### src/design/nwc_pkg.sv
`default_nettype none
package nwc_pkg;

  localparam int DictWordsDef = 1024;
  localparam int WordLenDef   = 32;

  // configuration register indexes (byte address bit 2)
  localparam logic RegMaxEdit    = 1'b0;
  localparam logic RegShortLimit = 1'b1;

  typedef enum logic [2:0] {
    ST_UNCHANGED = 3'd0,
    ST_KNOWN     = 3'd1,
    ST_REPLACED  = 3'd2,
    ST_ADDED     = 3'd3,
    ST_DUPLICATE = 3'd4,
    ST_FULL      = 3'd5,
    ST_TOO_LONG  = 3'd6
  } status_e;

  typedef struct packed {
    logic kind;
    logic too_long;
    logic non_letter;
  } job_t;

  function automatic logic nwc_is_letter(input logic [7:0] c);
    return (c >= 8'd65 && c <= 8'd90) || (c >= 8'd97 && c <= 8'd122);
  endfunction

  function automatic logic [7:0] nwc_lower(input logic [7:0] c);
    return (c >= 8'd65 && c <= 8'd90) ? c + 8'd32 : c;
  endfunction

endpackage
`default_nettype wire

### src/design/nwc_queue.sv
`default_nettype none
module nwc_queue import nwc_pkg::*; #(
  parameter int WORD_LEN = WordLenDef
) (
  input  wire logic                              clk_i,
  input  wire logic                              rst_ni,
  input  wire logic                              push_i,
  input  wire job_t                              push_job_i,
  input  wire logic [$clog2(WORD_LEN+1)-1:0]     push_len_i,
  input  wire logic [WORD_LEN-2:0][7:0]          push_chars_i,
  output logic                                   full_o,
  output logic                                   head_valid_o,
  output job_t                                   head_job_o,
  output logic [$clog2(WORD_LEN+1)-1:0]          head_len_o,
  output logic [WORD_LEN-2:0][7:0]               head_chars_o,
  input  wire logic                              pop_i
);
  localparam int LCW = $clog2(WORD_LEN + 1);

  job_t                       job_q   [2];
  logic [LCW-1:0]             len_q   [2];
  logic [WORD_LEN-2:0][7:0]   chars_q [2];
  logic                       wr_q, rd_q;
  logic [1:0]                 fill_q;

  assign full_o       = fill_q[1];
  assign head_valid_o = fill_q != 2'd0;
  assign head_job_o   = job_q[rd_q];
  assign head_len_o   = len_q[rd_q];
  assign head_chars_o = chars_q[rd_q];

  always_ff @(posedge clk_i or negedge rst_ni) begin
    if (!rst_ni) begin
      wr_q   <= 1'b0;
      rd_q   <= 1'b0;
      fill_q <= 2'd0;
    end else begin
      if (push_i) wr_q <= ~wr_q;
      if (pop_i) rd_q <= ~rd_q;
      if (push_i && !pop_i) fill_q <= fill_q + 2'd1;
      else if (!push_i && pop_i) fill_q <= fill_q - 2'd1;
    end
  end

  always_ff @(posedge clk_i) begin
    if (push_i) begin
      job_q[wr_q]   <= push_job_i;
      len_q[wr_q]   <= push_len_i;
      chars_q[wr_q] <= push_chars_i;
    end
  end
endmodule
`default_nettype wire

### config.mk
export PLATFORM = sky130hd
export DESIGN_NAME = nwc_queue
export DESIGN_NICKNAME = d
export VERILOG_FILES = /design/src/design/nwc_pkg.sv /design/src/design/nwc_queue.sv
export SDC_FILE = /design/constraint.sdc
export NUM_CORES = 1
export LEC_CHECK = 0
export ABC_AREA = 1
export BUFFER_PORTS_ARGS = -buffer_cell sky130_fd_sc_hd__buf_2
export CELL_PAD_IN_SITES_DETAIL_PLACEMENT = 2
export CELL_PAD_IN_SITES_GLOBAL_PLACEMENT = 2
export CORE_AREA = 4 4 230 232
export CTS_BUF_LIST = sky130_fd_sc_hd__clkbuf_16
export DETAILED_ROUTE_END_ITERATION = 10
export DIE_AREA = 0 0 234 236
export GPL_ROUTABILITY_DRIVEN = 0
export PLACE_DENSITY_LB_ADDON = 0.1
export SLEW_MARGIN = 30
export SYNTH_ARGS = -nofsm -noshare
export SYNTH_HDL_FRONTEND = slang
export SYNTH_SLANG_ARGS = --single-unit
### constraint.sdc
create_clock -name clk_i -period 15.8 [get_ports clk_i]
set_input_delay 0.79 -clock clk_i [delete_from_list [all_inputs] [get_ports clk_i]]
set_output_delay 0.79 -clock clk_i [all_outputs]
set_load 0.005 [all_outputs]
# [Yosys cells after proc, flatten, opt, wreduce, memory -nomap -nowiden]
# Memory sizes are Yosys's and may differ from the RTL's.
# Cells that the tools add are included.
[word_totals] ramBits=514 input_bits=261 regBits=4 n_memories=3 out_inout_bits=259
[memory_table] name="chars_q" words=2 width=248 read_ports=1 rd_ports_with_merged_regs=0 wr=1 line_no="nwc_queue.sv:22" source="logic [WORD_LEN-2:0][7:0] chars_q [2];"
[memory_table] name="len_q" words=2 width=6 read_ports=1 rd_ports_with_merged_regs=0 wr=1 line_no="nwc_queue.sv:21" source="logic [LCW-1:0] len_q [2];"
[memory_table] name="job_q" words=2 width=3 read_ports=1 rd_ports_with_merged_regs=0 wr=1 line_no="nwc_queue.sv:20" source="job_t job_q [2];"
[classes] n_mux=4 n_bitwise=2 addsub=2 n_reduce_logical=6
[op_table] cell="2-bit 2-to-1 mux" count=2
[op_table] cell="2-bit nonzero test" count=2
[op_table] cell="2-bit by 1-bit adder with 2-bit output, second input constant" count=1
[op_table] cell="1-bit logical AND" count=2
[op_table] cell="1-bit zero test" count=2
[op_table] cell="1-bit 2-to-1 mux" count=2
[op_table] cell="1-bit inverter" count=2
[op_table] cell="2-bit by 1-bit subtractor with 2-bit output, second input constant" count=1

# [Depth between registers and ports, before layout]
[logic_depth] ltp_word=4 depth_mapped=7 ltp_nobuf=7

# [Worst setup path before layout]
# Ideal clock, no wire load.
[synth_timing] path_kind="input -> register" start="input push_i" end="memory chars_q[0][0] (netlist bit), enable pin" arrival_time_ns=11.565 path_slack_ns=3.348 path_stages=2 required_ns=14.913 path_buffers=0 path_cell_list="inv_1 > nor2_1"
[synth_via] elab_chain_cells=2
[synth_lines] item="from (decl)" line_no="nwc_queue.sv:7" source="input wire logic push_i,"
[synth_lines] item="1-bit 2-to-1 mux" line_no="nwc_queue.sv:46" source="if (push_i) begin"
[synth_lines] item="1-bit 2-to-1 mux (implied by the code)" line_no="nwc_queue.sv:49" source="chars_q[wr_q] <= push_chars_i;"
[synth_lines] item="to (decl)" line_no="nwc_queue.sv:22"
# No other way between the ends.

==> impl_metrics.ini <==
[clock_tree]
cts_resized = 0
hold_buffers = 1
cts_setup_buffers = 0
clk_latency_ns = 0.59
tritoncts = yes
clk_pin_slew_worst_paths_ns = 0.06
ctsHtreeMaxLevel = 2
clock-sinks = 518
cts_inserted_buffers = 57
max-clock-path-buffers = 3
ctsRootBufferMaster = clkbuf_16

[placed_design]
port_buffers = 519
dp_cells = 2006
dp_hpwl_um = 37500
dp_slack_ns = 11.79
placed_cell_area_um2 = 22900

[sta]
fin_tns_setup_ns = 0
drv_slew = 0
max_slew_margin = 0.385
fmax_ghz = 0.232
worst_pin_slew_ns = 0.922
whs_ns = 0.382
rsz0062_at_grt = false
final-hold-violation-count = 0
layout_setup_ws_ns = 11.49
finalSetupViolCount = 0
finalCritPeriodShare = 0.273
fin_crit_ns = 4.31
clock_skew_ns = 0.0107

[floorplan]
rows = 83
core_um2 = 51000
ios = 520
initial_core_util = 0.384
die-area_um2 = 55200
fp.dieW_um = 234
die_y_um = 236

[outcome]
status = finished clean

[route]
drc = 0
wl_per_cell_um = 24.8
drtIter0Drc = 421
wl_um = 52600
ant_nets = 0
vias_per_cell = 4.65
num_vias = 9870
dr.pass1.iters = 4

[synthesis]
netlist_instances = 824
yosysUniqueCellTypes = 15
synth_nets = 1086
netlist_area_um2 = 19600
synth_top_area_cell = edfxtp_1
avgSynthCellArea_um2 = 23.8
synth-seq-cells = 518
synth_most_common_cell = edfxtp_1
synth_seq_area_share = 0.793
synth_top_cell_area_share = 0.787
ys_async_sr_fraction = 0.00772
ys_top_cells_by_area = edfxtp_1, mux2_4, mux2_2
synth_edf_count = 514
synth-main-ff-cell = edfxtp_1
ys_warn_count = 0
yosys-top-cells-count = edfxtp_1, mux2_4, mux2_2

[global_routing]
antenna_found_initial = 26
grt_overflow = 0
grt_pass1_wl_um = 75100
grt_max_degree = 117
grtUsageTotal = 0.185
grt_pass1_vias = 11200

[power]
peakVddDrop_v = 0.0000976
p_leak_nw = 9.86
clkPwrFrac = 0.272
power_frac_comb = 0.297
seq_power_share = 0.431
power_density_nw_per_um2 = 180
p_sw_frac = 0.284
power_switching_mw = 1.26
p_int_mw = 3.18

[layout]
drive_above_1_share = 0.606
nNetsFinal = 1649
area_growth_pct = 25.8
fin_area_um2 = 24700
final_cell_count_no_fill = 2123

[critical_path]
cpLargestDelayFamily = buffers and inverters
cp.arrival_ns = 3.52
cp-end-kind = output pin
crit_slowest_cell = buf_4
worst_setup_path_start_kind = flop
cp_max_fo = 57
critPathBufInv = 3
crit_cells = 4
rr_worst_depth = 4
cp.required_ns = 15.01
critical_path.cell_chain = buf_4 > buf_6 > mux2_2 > buf_2
max_stage_delay_ns = 0.82
worstSetupPathType = reg2out

[min_path]
hold_path.class = in2reg
hold-path-cell-count = 1

[job]
maxCapViolations = 0
==> registers in the layout, indices dropped and copies added, names as in the netlist <==
signal	flops
chars_q	496
fill_q	2
job_q	6
len_q	12
rd_q	1
wr_q	1
==> path summary, 6_finish.rpt <==
kind	start	to	slack (ns)
hold / removal	push_chars_i[118]	chars_q[1][118]$_DFFE_PP_	0.38
setup / recovery	rd_q$_DFFE_PN0P_	head_chars_o[5]	11.49
min in group asynchronous	rst_ni	fill_q[1]$_DFFE_PN0P_	0.59
hold reg to reg	fill_q[0]$_DFFE_PN0P_	fill_q[0]$_DFFE_PN0P_	0.50
max in group asynchronous	rst_ni	rd_q$_DFFE_PN0P_	15.06
setup reg to reg	wr_q$_DFFE_PN0P_	chars_q[0][199]$_DFFE_PP_	12.85
==> through the flow <==
step	total power, mW	util
finish	4.44	0.483
floorplan	2.84	-
global route	4.67	0.483
CTS	4.53	0.482
global placement	3.26	0.448
detailed placement	3.30	0.449
==> metal layers <==
metal	routed length, um	vias to the layer above	track usage
met5	208	-	0
met4	1080	30	0.0531
met3	4590	89	0.0738
met2	27800	326	0.333
li1	-	4432	-
met1	18900	4993	0.201
==> area by class of cell <==
cell class                      instances  area [um2]
Inverter                                7        33.8
Multi-Input combinational cell        270        3730
Clock buffer                           59        1480
Antenna cell                           10        25.0
Sequential cell                       518       15500
Tap cell                              680         851
Timing Repair Buffer                  533        2770
Clock inverter                         46         225
Fill cell                            4682       26300
==> cell usage in the layout (no fill, tap or decap), types with 2 or more instances in the layout <==
cell type,instances
buf_2,519
edfxtp_1,514
mux2_4,201
clkbuf_16,59
mux2_2,56
inv_1,22
clkinv_2,14
clkinv_1,13
diode_2,10
buf_4,7
nand2_1,6
dfrtp_1,3
buf_6,3
xor2_1,2
buf_16,2
==> power groups by stage <==
stage / registers [mW] / logic, mW / clock network (mW)
CTS: 1.92 / 1.36 / 1.25
finish: 1.91 / 1.32 / 1.21
floorplan: 1.99 / 0.851 / 0
global route: 1.94 / 1.41 / 1.32
detailed placement: 1.95 / 1.35 / 0
global placement: 1.95 / 1.31 / 0
==> kinds of logic (layout without fill, tap and decap cells) <==
kind of cell               after synthesis  count (layout)  share of synthesized area
adders and majority gates                1               1                   0.000638
DFF                                    518             518                      0.793
xor gates and xnor gates                 3               3                    0.00134
muxes                                  257             257                      0.186
and+or+nand+nor                          9               9                    0.00191
other                                    0              10                          0
buffers and inverters                   36             645                     0.0174
Note: power is estimated with default switching activity, not from simulation.
