--- config.mk ---
export PLATFORM = sky130hd
export DESIGN_NAME = nwc_front_flat
export DESIGN_NICKNAME = d
export VERILOG_FILES = /design/src/design/nwc_pkg.sv /design/src/design/nwc_if.sv /design/src/design/nwc_front.sv /design/src/flat_wrapper.sv
export SDC_FILE = /design/constraint.sdc
export NUM_CORES = 1
export LEC_CHECK = 0
export BUFFER_PORTS_ARGS = -buffer_cell sky130_fd_sc_hd__buf_2
export CAP_MARGIN = 20
export CORE_UTILIZATION = 25
export CTS_BUF_LIST = sky130_fd_sc_hd__clkbuf_16
export DETAILED_ROUTE_END_ITERATION = 8
export GPL_ROUTABILITY_DRIVEN = 0
export PLACE_DENSITY = 0.43
export SYNTH_ARGS = -nofsm -noshare
export SYNTH_HDL_FRONTEND = slang
export SYNTH_SLANG_ARGS = --single-unit
--- constraint.sdc ---
create_clock -name clk_i -period 15.15 [get_ports clk_i]
set_input_delay 2.2725 -clock clk_i [delete_from_list [all_inputs] [get_ports clk_i]]
set_output_delay 2.2725 -clock clk_i [all_outputs]
set_load 0.03 [all_outputs]
--- src/design/nwc_pkg.sv ---
`default_nettype none
package nwc_pkg;

  localparam int DictWordsDef = 1024;
  localparam int WordLenDef   = 32;

  // configuration register indexes (byte address bit 2)
  localparam logic RegMaxEdit    = 1'b0;
  localparam logic RegShortLimit = 1'b1;

  typedef enum logic [2:0] {
    ST_UNCHANGED = 3'd0,
    ST_KNOWN     = 3'd1,
    ST_REPLACED  = 3'd2,
    ST_ADDED     = 3'd3,
    ST_DUPLICATE = 3'd4,
    ST_FULL      = 3'd5,
    ST_TOO_LONG  = 3'd6
  } status_e;

  typedef struct packed {
    logic kind;
    logic too_long;
    logic non_letter;
  } job_t;

  function automatic logic nwc_is_letter(input logic [7:0] c);
    return (c >= 8'd65 && c <= 8'd90) || (c >= 8'd97 && c <= 8'd122);
  endfunction

  function automatic logic [7:0] nwc_lower(input logic [7:0] c);
    return (c >= 8'd65 && c <= 8'd90) ? c + 8'd32 : c;
  endfunction

endpackage
`default_nettype wire

--- src/design/nwc_if.sv ---
`default_nettype none
interface nwc_in_if;
  logic       valid;
  logic       ready;
  logic       kind;
  logic [7:0] char_code;
  logic       last;

  modport source (output valid, kind, char_code, last, input ready);
  modport sink (input valid, kind, char_code, last, output ready);
endinterface

`default_nettype wire

--- src/design/nwc_front.sv ---
`default_nettype none
module nwc_front import nwc_pkg::*; #(
  parameter int WORD_LEN = WordLenDef
) (
  input  wire logic                          clk_i,
  input  wire logic                          rst_ni,
  nwc_in_if.sink                             in_i,
  input  wire logic                          full_i,
  output logic                               push_o,
  output job_t                               push_job_o,
  output logic [$clog2(WORD_LEN+1)-1:0]      push_len_o,
  output logic [WORD_LEN-2:0][7:0]           push_chars_o
);
  localparam int LCW = $clog2(WORD_LEN + 1);
  localparam int LW  = $clog2(WORD_LEN);

  logic [WORD_LEN-2:0][7:0] wbuf_q;
  logic [LCW-1:0]           wlen_q, wlen_d;
  logic                     nl_q;
  logic                     acc, room;

  assign in_i.ready = ~full_i;
  assign acc        = in_i.valid & ~full_i;
  assign room       = wlen_q < LCW'(WORD_LEN - 1);
  assign wlen_d     = room ? wlen_q + 1'b1 : LCW'(WORD_LEN);

  always_comb begin
    push_chars_o = wbuf_q;
    if (room) push_chars_o[wlen_q[LW-1:0]] = in_i.char_code;
  end

  assign push_o              = acc & in_i.last;
  assign push_job_o.kind     = in_i.kind;
  assign push_job_o.too_long = ~room;
  assign push_job_o.non_letter = nl_q | ~nwc_is_letter(in_i.char_code);
  assign push_len_o          = room ? wlen_d : LCW'(WORD_LEN - 1);

  always_ff @(posedge clk_i or negedge rst_ni) begin
    if (!rst_ni) begin
      wlen_q <= '0;
      nl_q   <= 1'b0;
    end else if (acc) begin
      if (in_i.last) begin
        wlen_q <= '0;
        nl_q   <= 1'b0;
      end else begin
        wlen_q <= wlen_d;
        nl_q   <= nl_q | ~nwc_is_letter(in_i.char_code);
      end
    end
  end

  always_ff @(posedge clk_i) begin
    if (acc && room) wbuf_q[wlen_q[LW-1:0]] <= in_i.char_code;
  end
endmodule
`default_nettype wire

--- src/flat_wrapper.sv ---
// flat-port wrapper written by rule: the top's interface ports become plain ports
module nwc_front_flat import nwc_pkg::*;
#(
  parameter int WORD_LEN = WordLenDef
)
  (clk_i, rst_ni, full_i, push_o, push_job_o, push_len_o, push_chars_o, in_i_valid, in_i_kind, in_i_char_code, in_i_last, in_i_ready);
  nwc_in_if in_i_i ();
  input  wire logic clk_i;
  input  wire logic rst_ni;
  input  wire logic full_i;
  output logic push_o;
  output job_t push_job_o;
  output logic [$clog2(WORD_LEN+1)-1:0] push_len_o;
  output logic [WORD_LEN-2:0][7:0] push_chars_o;
  input wire logic [$bits(in_i_i.valid)-1:0] in_i_valid;
  input wire logic [$bits(in_i_i.kind)-1:0] in_i_kind;
  input wire logic [$bits(in_i_i.char_code)-1:0] in_i_char_code;
  input wire logic [$bits(in_i_i.last)-1:0] in_i_last;
  output wire logic [$bits(in_i_i.ready)-1:0] in_i_ready;
  assign in_i_i.valid = in_i_valid;
  assign in_i_i.kind = in_i_kind;
  assign in_i_i.char_code = in_i_char_code;
  assign in_i_i.last = in_i_last;
  assign in_i_ready = in_i_i.ready;
  nwc_front #(.WORD_LEN(WORD_LEN)) u_core (.clk_i(clk_i), .rst_ni(rst_ni), .in_i(in_i_i), .full_i(full_i), .push_o(push_o), .push_job_o(push_job_o), .push_len_o(push_len_o), .push_chars_o(push_chars_o));
endmodule
# Yosys cells after proc, flatten, opt, wreduce, memory -nomap -nowiden
# Cells that the tools add are included.
[classes]
muxes = 8
bitwise_logic = 6
n_reduce_logical = 5
n_addsub = 1
n_lt_le_gt_ge = 7
[op_table]
columns = ["cell", "n"]
rows = [
  ["248-bit bitwise mux", 1],
  ["248-bit 2-to-1 mux", 1],
  ["8-bit demux with 5-bit select", 1],
  ["6-bit 2-to-1 mux", 3],
  ["8-bit by 7-bit >= comparator with 1-bit output (second input constant)", 2],
  ["8-bit by 7-bit <= comparator with 1-bit output (second input constant)", 2],
  ["8-bit 2-to-1 mux", 1],
  ["6-bit by 1-bit adder with 6-bit output (second input constant)", 1],
  ["5-bit by 6-bit less-than comparator with 1-bit output (second input constant)", 1],
  ["6-bit by 5-bit less-than comparator with 1-bit output (second input constant)", 1],
  ["5-bit by 1-bit >= comparator with 1-bit output (second input constant)", 1],
  ["1-bit logical AND", 4],
  ["1-bit NOT", 3],
  ["1-bit bitwise AND", 2],
  ["1-bit logical OR", 1],
  ["1-bit 2-to-1 mux", 1],
  ["1-bit bitwise OR", 1],
]
[totals]
elab_cells = 60
out_inout_bits = 259
reg_bits = 255
input_bits = 14

# Logic depth before layout (Yosys ltp)
[depth]
depth_word = 6
ltp_mapped = 8
mapped_depth_nobuf = 6

# Least setup slack after synthesis
# Ideal clock, no wire load.
[synth_timing]
path_type = "input -> register"
startpoint = "in full_i"
endpoint = "reg u_core.wbuf_q[0] (netlist name) (enable)"
required_ns = 14.288
setup_ns = 0.862
n_path_buf = 1
cell_stages = 3
setup_slack_ns = 1.445
arrival_ns = 12.843
path_cell_list = "nand2b_1 -> clkbuf_1 -> nor2_1"
[synth_between]
elab_chain_cells = 3
[synth_rtl]
columns = ["element", "line", "text"]
rows = [
  ["start: declaration", "flat_wrapper.sv:10", "input wire logic full_i;"],
  ["1-bit NOT", "nwc_front.sv:23", "assign acc = in_i.valid & ~full_i;"],
  ["1-bit bitwise AND", "nwc_front.sv:23", ""],
  ["1-bit logical AND", "nwc_front.sv:54", "if (acc && room) wbuf_q[wlen_q[LW-1:0]] <= in_i.char_code;"],
  ["end signal: indexed assignment", "nwc_front.sv:54", ""],
  ["end: declaration", "nwc_front.sv:17", "logic [WORD_LEN-2:0][7:0] wbuf_q;"],
]
# Every way passes these cells.
# A chain may end at the register's enable or synchronous reset.

==> results.md <==
- The mean instance size in the synthesized netlist is 15.0 µm².
- The number of nets in the synthesized netlist is 995.
- The flow ran to the end, and the final reports show no timing, DRC or antenna violations.
- The count of nets after finishing is 1230.
- The number of H-tree branching levels is 2.
- Multiplexer cells account for 38.5% of the synthesized area.
- On the final layout, the worst clock skew is 10.4 ps.
- The distinct cell type count after synthesis is 49.
- The simple logic cell fraction of the synthesized area is 5.51%.
- The count of antenna-violating nets left after detailed routing is 0.
- The gate count after technology mapping is 977.
- Once the clock tree was built, the setup fixing pass inserted 0 buffers.
- The floorplan step defined a die boundary enclosing 59600 µm².
- The synthesized netlist devotes 0.0598% of its cell area to XOR and XNOR gates.
- Along the worst path, the maximum fanout reaches 10.
- The data arrival at the endpoint of the critical path is 4070 ps.
- The insertion delay of the later-clocked pin in the worst-skew pair is 530 ps.
- The detailed-routing iteration count for the pre-antenna-repair pass is 4.
- The post-synthesis to final-layout area growth is 21.6%.
- The number of instances resized during post-cts repair is 0.
- The critical path in this run is classified as reg2out.
- Cells with a size suffix above 1 make up 69.2% of the layout.
- The required time at the endpoint of the critical path is 12880 ps.
- The mapped netlist covers 14700 µm².
- After detailed routing, the average wire length per cell comes to 21.7 µm.
- The most used flip-flop cell after synthesis is sky130_fd_sc_hd__edfxtp_1.
- The number of vias per cell is 4.51.
- The initial standard-cell utilization of the core is 25.4%.
- The die boundary height is 244 µm.
- Summing the areas of all compound-gate instances in the mapped netlist gives 0.649% of the synthesized area.
- For this run, the top clock speed supported by timing is 158 MHz.
- Hold repair after CTS inserted 0 buffers.
- The ratio of final minimum period to clock period is 41.8%.
- The number of hold violations in the final report is 0.
- Entering global routing, the biggest net connects 74 pins.
- TritonCTS built the clock tree.
- In this run, synthesis inferred 248 flip-flops with an integrated enable.
- The repair_antennas step left the layout with diodes totalling 0.
- The total congestion overflow is 0.
- The number of sinks driven by the clock tree is 255.
- Measured against its own limit, the worst slew margin works out to 30.2%.
- STA classifies the critical path startpoint as a flip-flop.
- For this run, design rule violations remaining after detail routing come to 0.
- Hold timing on the final database bottoms out at a slack of 562 ps.
- The first global-routing pass estimated 63600 µm of wire.
- Buffers placed on the I/O ports in this run total 270.
- The worst hold path belongs to the class reg2reg.
- The analysis attributes to cell leakage a power of 6.56 nW.
- Setup repair after global routing left no endpoint under its margin.
- The number of rows in the core area is 88.
- The final setup violation count is 0.
- The share of synthesized area occupied by flip-flops and latches is 52.0%.
- The top-level port count is 273.
- The power per unit of standard cell area is 115 nW/µm².
- The maximum root-to-sink buffer count is 3.
- The clock transition at the register clock pins on the worst setup and hold paths after CTS is 60 ps.
- Once detailed placement completed, the half-perimeter wirelength came to 27900 µm.
- The synthesized netlist devotes 0.341% of its cell area to adder and majority cells.
- The number of antenna violations at the first check in global routing is 0.
- The via count of the first global-routing pass is 9187.
- The x dimension of the die is 244 µm.
- STA classifies the critical path endpoint as a primary output.
- The max-slew violation count is 0.
- After the first detailed-routing iteration, the DRC count stood at 425.
- The smallest clock period supported by the final layout is computed as 6340 ps.
- During synthesis, Yosys emitted a total of 0 warnings.
- The total global routing track utilization is 14.3%.
- For the pin with the worst max-slew slack, the measured transition is 1050 ps.
- Counting flops and latches in the post-synthesis netlist gives 255.
- After synthesis, the largest family of logic cells by area is multiplexers.
- Counting flops with an async set or reset pin after synthesis yields a share of 2.75%.
- The total wire length after detailed routing is 43500 µm.
- The root cell of the clock tree is sky130_fd_sc_hd__clkbuf_16.
- The core footprint is 57800 µm².
- The worst supply voltage drop on vdd is 62.1 µV.
- Summed over all failing endpoints, the final setup total negative slack is 0 ps.
- Summing over every cut layer, the via total after detailed routing is 9029.
- The number of clock buffers added by TritonCTS is 35.
- The number of max-cap violations is 0.
[cells in the mapped netlist, drive strengths merged, types with 3 or more instances]
| cell | count | area share [%] |
|---|---|---|
| nor2b | 5 | 0.21 |
| mux2 | 496 | 39 |
| or3 | 3 | 0.13 |
| nand3b | 4 | 0.20 |
| nor3 | 3 | 0.26 |
| nor2 | 19 | 0.85 |
| and3 | 4 | 0.17 |
| nand4 | 4 | 0.48 |
| nand2b | 10 | 0.43 |
| dfrtp | 7 | 1.2 |
| inv | 5 | 0.13 |
| clkbuf | 63 | 1.6 |
| o21ai | 3 | 0.10 |
| edfxtp | 248 | 51 |
| nor3b | 7 | 0.47 |
| nand3 | 12 | 0.68 |
| nand2 | 32 | 0.92 |
| ha | 4 | 0.34 |
| buf | 25 | 1.2 |
[per-layer routing]
layer  track usage (%)  part of all wire [%]
met1              20.0                    48
met2              22.6                    46
met3              2.64                   3.7
met4              3.14                   1.4
met5                 0                     0
[logic make-up (layout without fill, tap and decap cells)]
logic type,Yosys count,after routing
fa+ha+maj,4,4
mux,496,496
compound gates,14,14
flops,255,255
buf+inv,93,354
simple gates,114,114
xor+xnor,1,1
[cells in the final DEF (no fill, tap or decap), types with 4 or more instances in the layout]
cell type                   count
sky130_fd_sc_hd__edfxtp_1     248
sky130_fd_sc_hd__buf_2        271
sky130_fd_sc_hd__nor2_4         4
sky130_fd_sc_hd__dfrtp_1        6
sky130_fd_sc_hd__nor2_2        12
sky130_fd_sc_hd__clkinv_1       5
sky130_fd_sc_hd__nand3_1        4
sky130_fd_sc_hd__and3_1         4
sky130_fd_sc_hd__mux2_4        16
sky130_fd_sc_hd__mux2_1        11
sky130_fd_sc_hd__inv_1         20
sky130_fd_sc_hd__nand3_2        8
sky130_fd_sc_hd__mux2_2       469
sky130_fd_sc_hd__nor3b_1        5
sky130_fd_sc_hd__nand2b_1      10
sky130_fd_sc_hd__buf_4         13
sky130_fd_sc_hd__nand3b_1       4
sky130_fd_sc_hd__nor2b_1        5
sky130_fd_sc_hd__nand2_1       26
sky130_fd_sc_hd__nand2_2        6
sky130_fd_sc_hd__ha_1           4
sky130_fd_sc_hd__clkbuf_16     37
[stage by stage]
step	total power, W	utilization [%]	worst slack, ps	cells	area [µm²]
global placement	0.00126	28.8	9220	1937	16700
CTS	0.00209	30.8	8740	2002	17800
detailed placement	0.00126	28.9	9220	1939	16700
finish	0.00205	30.8	8810	2003	17800
global route	0.00214	30.8	8640	2003	17800
floorplan	0.00116	-	1450	977	14700
[state kept, by name, summed over array words and instances (netlist names)]
name and flops:
u_core.wbuf_q 248, u_core.wlen_q 6, u_core.nl_q 1
[final timing paths]
path / from / to / slack (ps) / cells after the start
min in group asynchronous: rst_ni / u_core.nl_q$_DFFE_PN0P_ / 1580 / 1
setup reg to reg: u_core.wlen_q[0]$_DFFE_PN0P_ / u_core.wbuf_q[12]$_DFFE_PP_ / 10760 / 8
hold reg to reg: u_core.wbuf_q[142]$_DFFE_PP_ / u_core.wbuf_q[142]$_DFFE_PP_ / 560 / 1
hold / removal: u_core.wbuf_q[142]$_DFFE_PP_ / u_core.wbuf_q[142]$_DFFE_PP_ / 560 / 1
max in group asynchronous: rst_ni / u_core.wlen_q[2]$_DFFE_PN0P_ / 13360 / 1
setup / recovery: u_core.wlen_q[0]$_DFFE_PN0P_ / push_chars_o[97] / 8810 / 6
[report_power, final]
| group | internal (W) | total (W) | switching (W) | leakage [nW] |
|---|---|---|---|---|
| registers | 0.000823 | 0.000853 | 0.0000307 | 2.41 |
| clock network | 0.000489 | 0.000812 | 0.000323 | 0.594 |
| logic | 0.000137 | 0.000389 | 0.000253 | 3.55 |
| total | 0.00145 | 0.00205 | 0.000607 | 6.56 |
[layout make-up]
type,instances,area (µm²)
Fill cell,5858,40000
Sequential cell,255,7620
Multi-Input combinational cell,629,6620
Timing Repair Buffer,286,1500
Tap cell,765,957
Clock buffer,37,926
Clock inverter,26,183
Inverter,5,18.8
[critical path, cell delays in order (launching register included)]
cell                      delay (ps)
sky130_fd_sc_hd__dfrtp_1         460
sky130_fd_sc_hd__inv_1           130
sky130_fd_sc_hd__ha_1            680
sky130_fd_sc_hd__nor3b_1         880
sky130_fd_sc_hd__and3_1          730
sky130_fd_sc_hd__mux2_2          450
sky130_fd_sc_hd__buf_2           190
(Power assumes the default switching activity.)
